**src/sv/grsc_pkg.sv**
```systemverilog
// Shared types and constants of the grouped record stream checker.
// No dependencies; used by the interfaces, the FSM, the datapath and the top level.
package grsc_pkg;

  localparam int EVENT_W = 31;
  localparam int AREA_W  = 32;
  localparam int BIN_W   = 16;
  localparam int PROB_W  = 25;
  localparam int SUM_W   = 32;
  localparam int ORDER_W = 2;
  localparam int CFG_A_W = 1;

  typedef logic [EVENT_W-1:0] event_t;
  typedef logic [AREA_W-1:0]  area_t;
  typedef logic [BIN_W-1:0]   bin_t;
  typedef logic [PROB_W-1:0]  prob_t;
  typedef logic [SUM_W-1:0]   sum_t;
  typedef logic [ORDER_W-1:0] order_t;
  typedef logic [CFG_A_W-1:0] cfg_addr_t;

  localparam sum_t SUM_LOW_RESET  = 32'd16776378;
  localparam sum_t SUM_HIGH_RESET = 32'd16778055;
  localparam sum_t SUM_MAX        = '1;

  localparam cfg_addr_t REG_SUM_LOW  = 1'd0;
  localparam cfg_addr_t REG_SUM_HIGH = 1'd1;

  localparam order_t ORD_NONE  = 2'd0;
  localparam order_t ORD_EVENT = 2'd1;
  localparam order_t ORD_AREA  = 2'd2;

  localparam logic MODE_RECORD = 1'b0;
  localparam logic MODE_END    = 1'b1;

  // controller -> datapath
  typedef struct packed {
    logic accept;
    logic scan;
    logic commit;
  } cmd_t;

  // datapath -> controller
  typedef struct packed {
    logic scan_done;
    logic out_free;
  } status_t;

endpackage

```
**src/sv/grsc_ram.sv**
```systemverilog
// Generic single-write, single-read RAM with registered read data.
// No dependencies.
module grsc_ram #(
  parameter int WIDTH = 16,
  parameter int DEPTH = 64
) (
  input  logic                     clk,
  input  logic                     we,
  input  logic [$clog2(DEPTH)-1:0] waddr,
  input  logic [WIDTH-1:0]         wdata,
  input  logic [$clog2(DEPTH)-1:0] raddr,
  output logic [WIDTH-1:0]         rdata
);

  logic [WIDTH-1:0] mem [DEPTH];

  always_ff @(posedge clk) begin
    if (we) begin
      mem[waddr] <= wdata;
    end
    rdata <= mem[raddr];
  end

endmodule

```
**src/sv/grsc_dp.sv**
```systemverilog
// Datapath: item latch, group state, bin list walk, bounds/order checks,
// output register. Depends on grsc_pkg and grsc_ram.
module grsc_dp #(
  parameter int MAX_BINS_PER_GROUP = 64
) (
  input  logic                clk,
  input  logic                rst_n,
  input  grsc_pkg::cmd_t      cmd,
  output grsc_pkg::status_t   status,
  // register writes
  input  logic                cfg_we,
  input  grsc_pkg::cfg_addr_t cfg_addr,
  input  grsc_pkg::sum_t      cfg_data,
  // item payload
  input  logic                in_mode,
  input  grsc_pkg::event_t    in_evt_id,
  input  grsc_pkg::area_t     in_area_id,
  input  grsc_pkg::bin_t      in_bin_id,
  input  grsc_pkg::prob_t     in_prob,
  // result
  output logic                out_valid,
  input  logic                out_ready,
  output logic                out_group_closed,
  output logic                out_sum_bad,
  output grsc_pkg::order_t    out_order_fault,
  output logic                out_duplicate_bin,
  output logic                out_bin_overflow,
  output grsc_pkg::sum_t      out_closed_sum,
  output grsc_pkg::bin_t      out_largest_bin
);
  import grsc_pkg::*;

  localparam int IW = $clog2(MAX_BINS_PER_GROUP);
  localparam int CW = $clog2(MAX_BINS_PER_GROUP + 1);
  localparam logic [CW-1:0] COUNT_MAX = CW'(MAX_BINS_PER_GROUP);

  // latched item
  logic   mode_r;
  event_t ev_r;
  area_t  ar_r;
  bin_t   bin_r;
  prob_t  prob_r;

  sum_t   lo_r, lo_nxt, hi_r, hi_nxt;

  logic          have_r, have_nxt;
  event_t        last_ev_r, last_ev_nxt;
  area_t         last_ar_r, last_ar_nxt;
  sum_t          sum_r, sum_nxt;
  logic [CW-1:0] count_r, count_nxt;
  bin_t          top_r, top_nxt;

  logic [CW-1:0] scan_idx_r, scan_idx_nxt;
  logic          pend_r, pend_nxt;
  logic          hit_r, hit_nxt;

  logic   out_vld_r, out_vld_nxt;
  logic   o_closed_r, o_bad_r, o_dup_r, o_ovf_r;
  order_t o_order_r;
  sum_t   o_csum_r;
  bin_t   o_top_r;

  logic   o_closed, o_bad, o_dup, o_ovf;
  order_t o_order;
  sum_t   o_csum;

  logic          ram_we;
  logic [IW-1:0] ram_waddr;
  bin_t          ram_rdata;

  logic          same_pair, need_scan, match, scan_more, sum_out;
  logic [SUM_W:0] sum_add;

  grsc_ram #(
    .WIDTH (BIN_W),
    .DEPTH (MAX_BINS_PER_GROUP)
  ) u_bins (
    .clk   (clk),
    .we    (ram_we),
    .waddr (ram_waddr),
    .wdata (bin_r),
    .raddr (scan_idx_r[IW-1:0]),
    .rdata (ram_rdata)
  );

  assign same_pair = (ev_r == last_ev_r) && (ar_r == last_ar_r);
  assign need_scan = (mode_r == MODE_RECORD) && have_r && same_pair;
  assign match     = pend_r && (ram_rdata == bin_r);
  assign scan_more = scan_idx_r < count_r;
  assign sum_out   = (sum_r < lo_r) || (sum_r >= hi_r);
  assign sum_add   = {1'b0, sum_r} + {{(SUM_W + 1 - PROB_W){1'b0}}, prob_r};

  assign status.scan_done = !need_scan || hit_r || match || (!scan_more && !pend_r);
  assign status.out_free  = !out_vld_r || out_ready;

  // registers
  always_comb begin
    lo_nxt = lo_r;
    hi_nxt = hi_r;
    if (cfg_we) begin
      case (cfg_addr)
        REG_SUM_LOW:  lo_nxt = cfg_data;
        REG_SUM_HIGH: hi_nxt = cfg_data;
        default: ;
      endcase
    end
  end

  // bin list walk: one read issued per cycle, compared in the next cycle
  always_comb begin
    scan_idx_nxt = scan_idx_r;
    pend_nxt     = pend_r;
    hit_nxt      = hit_r;
    if (cmd.accept) begin
      scan_idx_nxt = '0;
      pend_nxt     = 1'b0;
      hit_nxt      = 1'b0;
    end else if (cmd.scan && need_scan) begin
      hit_nxt = hit_r || match;
      if (scan_more && !(hit_r || match)) begin
        scan_idx_nxt = scan_idx_r + CW'(1);
        pend_nxt     = 1'b1;
      end else begin
        pend_nxt = 1'b0;
      end
    end
  end

  // group update and result, applied on commit
  always_comb begin
    have_nxt    = have_r;
    last_ev_nxt = last_ev_r;
    last_ar_nxt = last_ar_r;
    sum_nxt     = sum_r;
    count_nxt   = count_r;
    top_nxt     = top_r;
    ram_we      = 1'b0;
    ram_waddr   = '0;
    o_closed    = 1'b0;
    o_bad       = 1'b0;
    o_order     = ORD_NONE;
    o_dup       = 1'b0;
    o_ovf       = 1'b0;
    o_csum      = '0;

    if (mode_r == MODE_END) begin
      if (have_r) begin
        o_closed  = 1'b1;
        o_csum    = sum_r;
        o_bad     = sum_out;
        have_nxt  = 1'b0;
        sum_nxt   = '0;
        count_nxt = '0;
      end
    end else begin
      if (!have_r || !same_pair) begin
        if (have_r) begin
          o_closed = 1'b1;
          o_csum   = sum_r;
          o_bad    = sum_out;
          if (ev_r < last_ev_r) begin
            o_order = ORD_EVENT;
          end else if (ev_r == last_ev_r && ar_r < last_ar_r) begin
            o_order = ORD_AREA;
          end
        end
        have_nxt    = 1'b1;
        last_ev_nxt = ev_r;
        last_ar_nxt = ar_r;
        ram_we      = 1'b1;
        ram_waddr   = '0;
        count_nxt   = CW'(1);
        sum_nxt     = SUM_W'(prob_r);
      end else begin
        if (hit_r) begin
          o_dup = 1'b1;
        end else if (count_r < COUNT_MAX) begin
          ram_we    = 1'b1;
          ram_waddr = count_r[IW-1:0];
          count_nxt = count_r + CW'(1);
        end else begin
          o_ovf = 1'b1;
        end
        sum_nxt = sum_add[SUM_W] ? SUM_MAX : sum_add[SUM_W-1:0];
      end
      if (bin_r > top_r) begin
        top_nxt = bin_r;
      end
    end

    if (!cmd.commit) begin
      have_nxt    = have_r;
      last_ev_nxt = last_ev_r;
      last_ar_nxt = last_ar_r;
      sum_nxt     = sum_r;
      count_nxt   = count_r;
      top_nxt     = top_r;
      ram_we      = 1'b0;
    end
  end

  assign out_vld_nxt = cmd.commit || (out_vld_r && !out_ready);

  always_ff @(posedge clk) begin
    if (!rst_n) begin
      lo_r       <= SUM_LOW_RESET;
      hi_r       <= SUM_HIGH_RESET;
      have_r     <= 1'b0;
      last_ev_r  <= '0;
      last_ar_r  <= '0;
      sum_r      <= '0;
      count_r    <= '0;
      top_r      <= '0;
      scan_idx_r <= '0;
      pend_r     <= 1'b0;
      hit_r      <= 1'b0;
      out_vld_r  <= 1'b0;
    end else begin
      lo_r       <= lo_nxt;
      hi_r       <= hi_nxt;
      have_r     <= have_nxt;
      last_ev_r  <= last_ev_nxt;
      last_ar_r  <= last_ar_nxt;
      sum_r      <= sum_nxt;
      count_r    <= count_nxt;
      top_r      <= top_nxt;
      scan_idx_r <= scan_idx_nxt;
      pend_r     <= pend_nxt;
      hit_r      <= hit_nxt;
      out_vld_r  <= out_vld_nxt;
    end
  end

  // payload registers
  always_ff @(posedge clk) begin
    if (cmd.accept) begin
      mode_r <= in_mode;
      ev_r   <= in_evt_id;
      ar_r   <= in_area_id;
      bin_r  <= in_bin_id;
      prob_r <= in_prob;
    end
    if (cmd.commit) begin
      o_closed_r <= o_closed;
      o_bad_r    <= o_bad;
      o_order_r  <= o_order;
      o_dup_r    <= o_dup;
      o_ovf_r    <= o_ovf;
      o_csum_r   <= o_csum;
      o_top_r    <= top_nxt;
    end
  end

  assign out_valid         = out_vld_r;
  assign out_group_closed  = o_closed_r;
  assign out_sum_bad       = o_bad_r;
  assign out_order_fault   = o_order_r;
  assign out_duplicate_bin = o_dup_r;
  assign out_bin_overflow  = o_ovf_r;
  assign out_closed_sum    = o_csum_r;
  assign out_largest_bin   = o_top_r;

endmodule

```
**config.mk**
```make
export PLATFORM = sky130hd
export DESIGN_NAME = grsc_dp
export DESIGN_NICKNAME = d
export VERILOG_FILES = /design/src/sv/grsc_pkg.sv /design/src/sv/grsc_ram.sv /design/src/sv/grsc_dp.sv
export SDC_FILE = /design/constraint.sdc
export NUM_CORES = 2
export LEC_CHECK = 0
export ABC_CLOCK_PERIOD_IN_PS = 11000
export CAP_MARGIN = 25
export CORE_MARGIN = 2
export CORE_UTILIZATION = 31
export DETAILED_ROUTE_END_ITERATION = 8
export DONT_BUFFER_PORTS = 1
export SYNTH_ARGS = -nofsm -noshare
export SYNTH_HDL_FRONTEND = slang
export SYNTH_HIERARCHICAL = 1
export SYNTH_SLANG_ARGS = --single-unit
```
**constraint.sdc**
```tcl
create_clock -name clk -period 11 [get_ports clk]
set_clock_uncertainty 0.15 [all_clocks]
set_input_delay 1.1 -clock clk [delete_from_list [all_inputs] [get_ports clk]]
set_output_delay 1.1 -clock clk [all_outputs]
set_load 0.05 [all_outputs]
```
==> out/metrics.yaml <==
die:
  row_count: 158
  die_area_um2: 189700
  die_y_um: 435.6
  fp.dieW_um: 435.6
  start_util: 0.3117
  num_io_pins: 202
  core_um2: 185200
pwr:
  sw_frac_of_total: 0.2158
  power.density_nw_per_um2: 173.0
  seqPwrFrac: 0.521
  p_leak_nw: 21.44
  p_switching_mw: 2.455
  combPwrFrac: 0.042
  ir_worst_vdd_v: 0.0001802
  intPower_mw: 8.923
  p_total_mw: 11.38
  p_clk_frac: 0.437
timing:
  rsz0062_at_grt: "no"
  whs_ns: 0.2724
  max_clock_freq_ghz: 0.1869
  slew-limit-headroom: 0.2244
  tns_ns: 0
  finalCriticalPeriod_ns: 5.351
  report.final.hold_viol_count: 0
  tightest_slew_ns: 1.155
  slew_viol_final: 0
  setup_violations: 0
  period_share: 0.4865
routing:
  wl_um: 142500
  wire_per_inst_um: 22.45
  viasPerCell: 4.993
  drt.antenna.violating_nets: 0
  firstDrtPassIters: 5
  num_vias: 31710
  remaining_drc_errors: 0
  first_iter_violations: 2657
critical_path:
  critPathLaunch: "ar_r[31]"
  critPathBufInv: 1
  cp_top_family: "simple AND/OR/NAND/NOR gates"
  start_kind: "register"
  required_ns: 11.31
  max_stage_delay_ns: 0.91
  reg2reg_from: "ar_r[31]"
  endpoint_kind: "register"
  arrival_ns: 5.66
  crit_type: "register to register"
  slowest_stage: "nor3_1"
  path_cells: "ha_1, nand4_1, nor3_1, nand4_1, nor3_4, nand3_1, nor3_1, nand3_1, nor2_1, buf_4"
  path_max_fanout: 12
clock_network:
  clk_latency_ns: 0.77
  hold_buffers: 0
  cts_setup_buffers: 0
  clk_path_buf_depth: 3
  cts_tree: "done"
  cts_buffers: 147
  cts_resized: 0
  h-tree-depth: 4
  cts.sinks: 1392
  cts_root_buf: "clkbuf_16"
  cts.clk_slew.worst_paths_ns: 0.06
layout:
  syn_to_final_growth_pct: 13.88
  nets: 4054
  drive_above_1_share: 0.1686
grt:
  antenna_found_initial: 31
  groute.usage.overall: 0.1479
  grt_max_degree: 109
  grt_pass1_vias: 31330
  overflow: 0
  grt_pass1_wl_um: 210700
place:
  gp_congestion: 0.8297
  dp_hpwl_um: 88860
  numPortBuffers: 0
job:
  drv_cap: 0
synthesis:
  ys_ff_latch: 1392
  postSynthAreaPerCell_um2: 15.93
  synth_top_cells_by_count: "1,183 x edfxtp_1, 398 x nand2_1, 220 x mux4_2, 209 x dfxtp_1, 188 x a21oi_1"
  synth_top_area_frac: 0.6152
  syn-num-nets: 3946
  yosysSeqAreaShare: 0.6877
  synth_most_common_cell: "edfxtp_1"
  yosys-top-cells-area: "edfxtp_1 62%, mux4_2 8.6%, dfxtp_1 7.2%"
  yosys.area.top_type: "edfxtp_1"
  netlist_area_um2: 57740
  ys_warn_count: 6
  synthCells: 3625
  synth-edff-count: 1183
  async_reset_ff_frac: 0
  yosysUniqueCellTypes: 89
  ys.flop_type: "edfxtp_1"
hold_path:
  min_from: "in_prob[22]"
  worstHoldPathType: "input port to register"
outcome:
  outcome: "complete, no violations"
==> flip-flops by register name, indices dropped and copies added, names as in the netlist, 16 cells and up <==
signal           cells
u_bins/mem        1024
prob_r              25
ar_r                32
out_closed_sum      32
u_bins/rdata        16
bin_r               16
last_ev_r           31
out_largest_bin     16
hi_r                32
last_ar_r           32
sum_r               32
ev_r                31
lo_r                32
top_r               16
==> cells by family (layout without fill, tap and decap cells) <==
logic type,Yosys count,count (layout),share of synthesized area
compound gates,529,529,0.06083
xor+xnor,43,43,0.006522
fa+ha+maj,176,176,0.03827
buf+inv,336,567,0.02919
flops,1392,1392,0.6877
mux,370,370,0.1139
other cells,0,14,0
simple gates,779,779,0.06362
==> layout make-up <==
type                       count  area [um2]
inverter                     165       620.6
antenna                       14       35.03
timing repair buffer         130        1033
sequential                  1392       39720
clock inverter                81       812.0
multi-input combinational   1897       16390
fill                       17430      119500
clock buffer                 191        4041
tap                         2480        3103
==> metal layers <==
metal	wire [um]	up-vias	GRT usage
li1	-	14290	-
met1	59920	16150	0.1938
met2	69010	1013	0.2433
met3	9850	226	0.03293
met4	3580	26	0.04682
met5	170	-	0
==> through the flow <==
stage / utilization / std cells / setup WS, ns / area (um2)
floorplan: - / 3625 / 6.741 / 57740
global placement: 0.3283 / 6062 / 5.941 / 60820
detailed placement: 0.3286 / 6064 / 5.709 / 60870
CTS: 0.3548 / 6336 / 5.703 / 65720
global route: 0.3548 / 6340 / 5.153 / 65730
finish: 0.3550 / 6350 / 5.649 / 65760
==> final timing paths <==
path              cells past startpoint  slack (ns)                 to
setup / recovery                     10        5.65  u_bins/mem[38][6]
hold / removal                        0        0.27         prob_r[22]
setup reg to reg                     10        5.65  u_bins/mem[38][6]
hold reg to reg                       2        0.30       last_ar_r[5]
==> power groups by stage <==
stage	Combinational (mW)	Clock, mW	Sequential (mW)
final	0.475	4.97	5.93
after global routing	0.537	5.28	5.94
after CTS	0.485	5.07	5.93
after detailed placement	0.482	0	6.04
after global placement	0.471	0	6.04
after floorplan	0.269	0	6.07
==> placed cells by master (no fill, tap or decap), types with 41 or more instances in the layout <==
cell          n
nand2_1     398
a22oi_1      41
nor2_1      118
ha_1        175
nand4_1      51
nor2b_1      41
mux2_2       43
clkbuf_16   153
a21o_1       48
mux4_2      220
buf_4       126
o21ai_0      45
mux2i_1     103
edfxtp_1   1183
dfxtp_1     205
a21oi_1     187
inv_1       164
No activity file was read; power rests on OpenSTA's default activity.
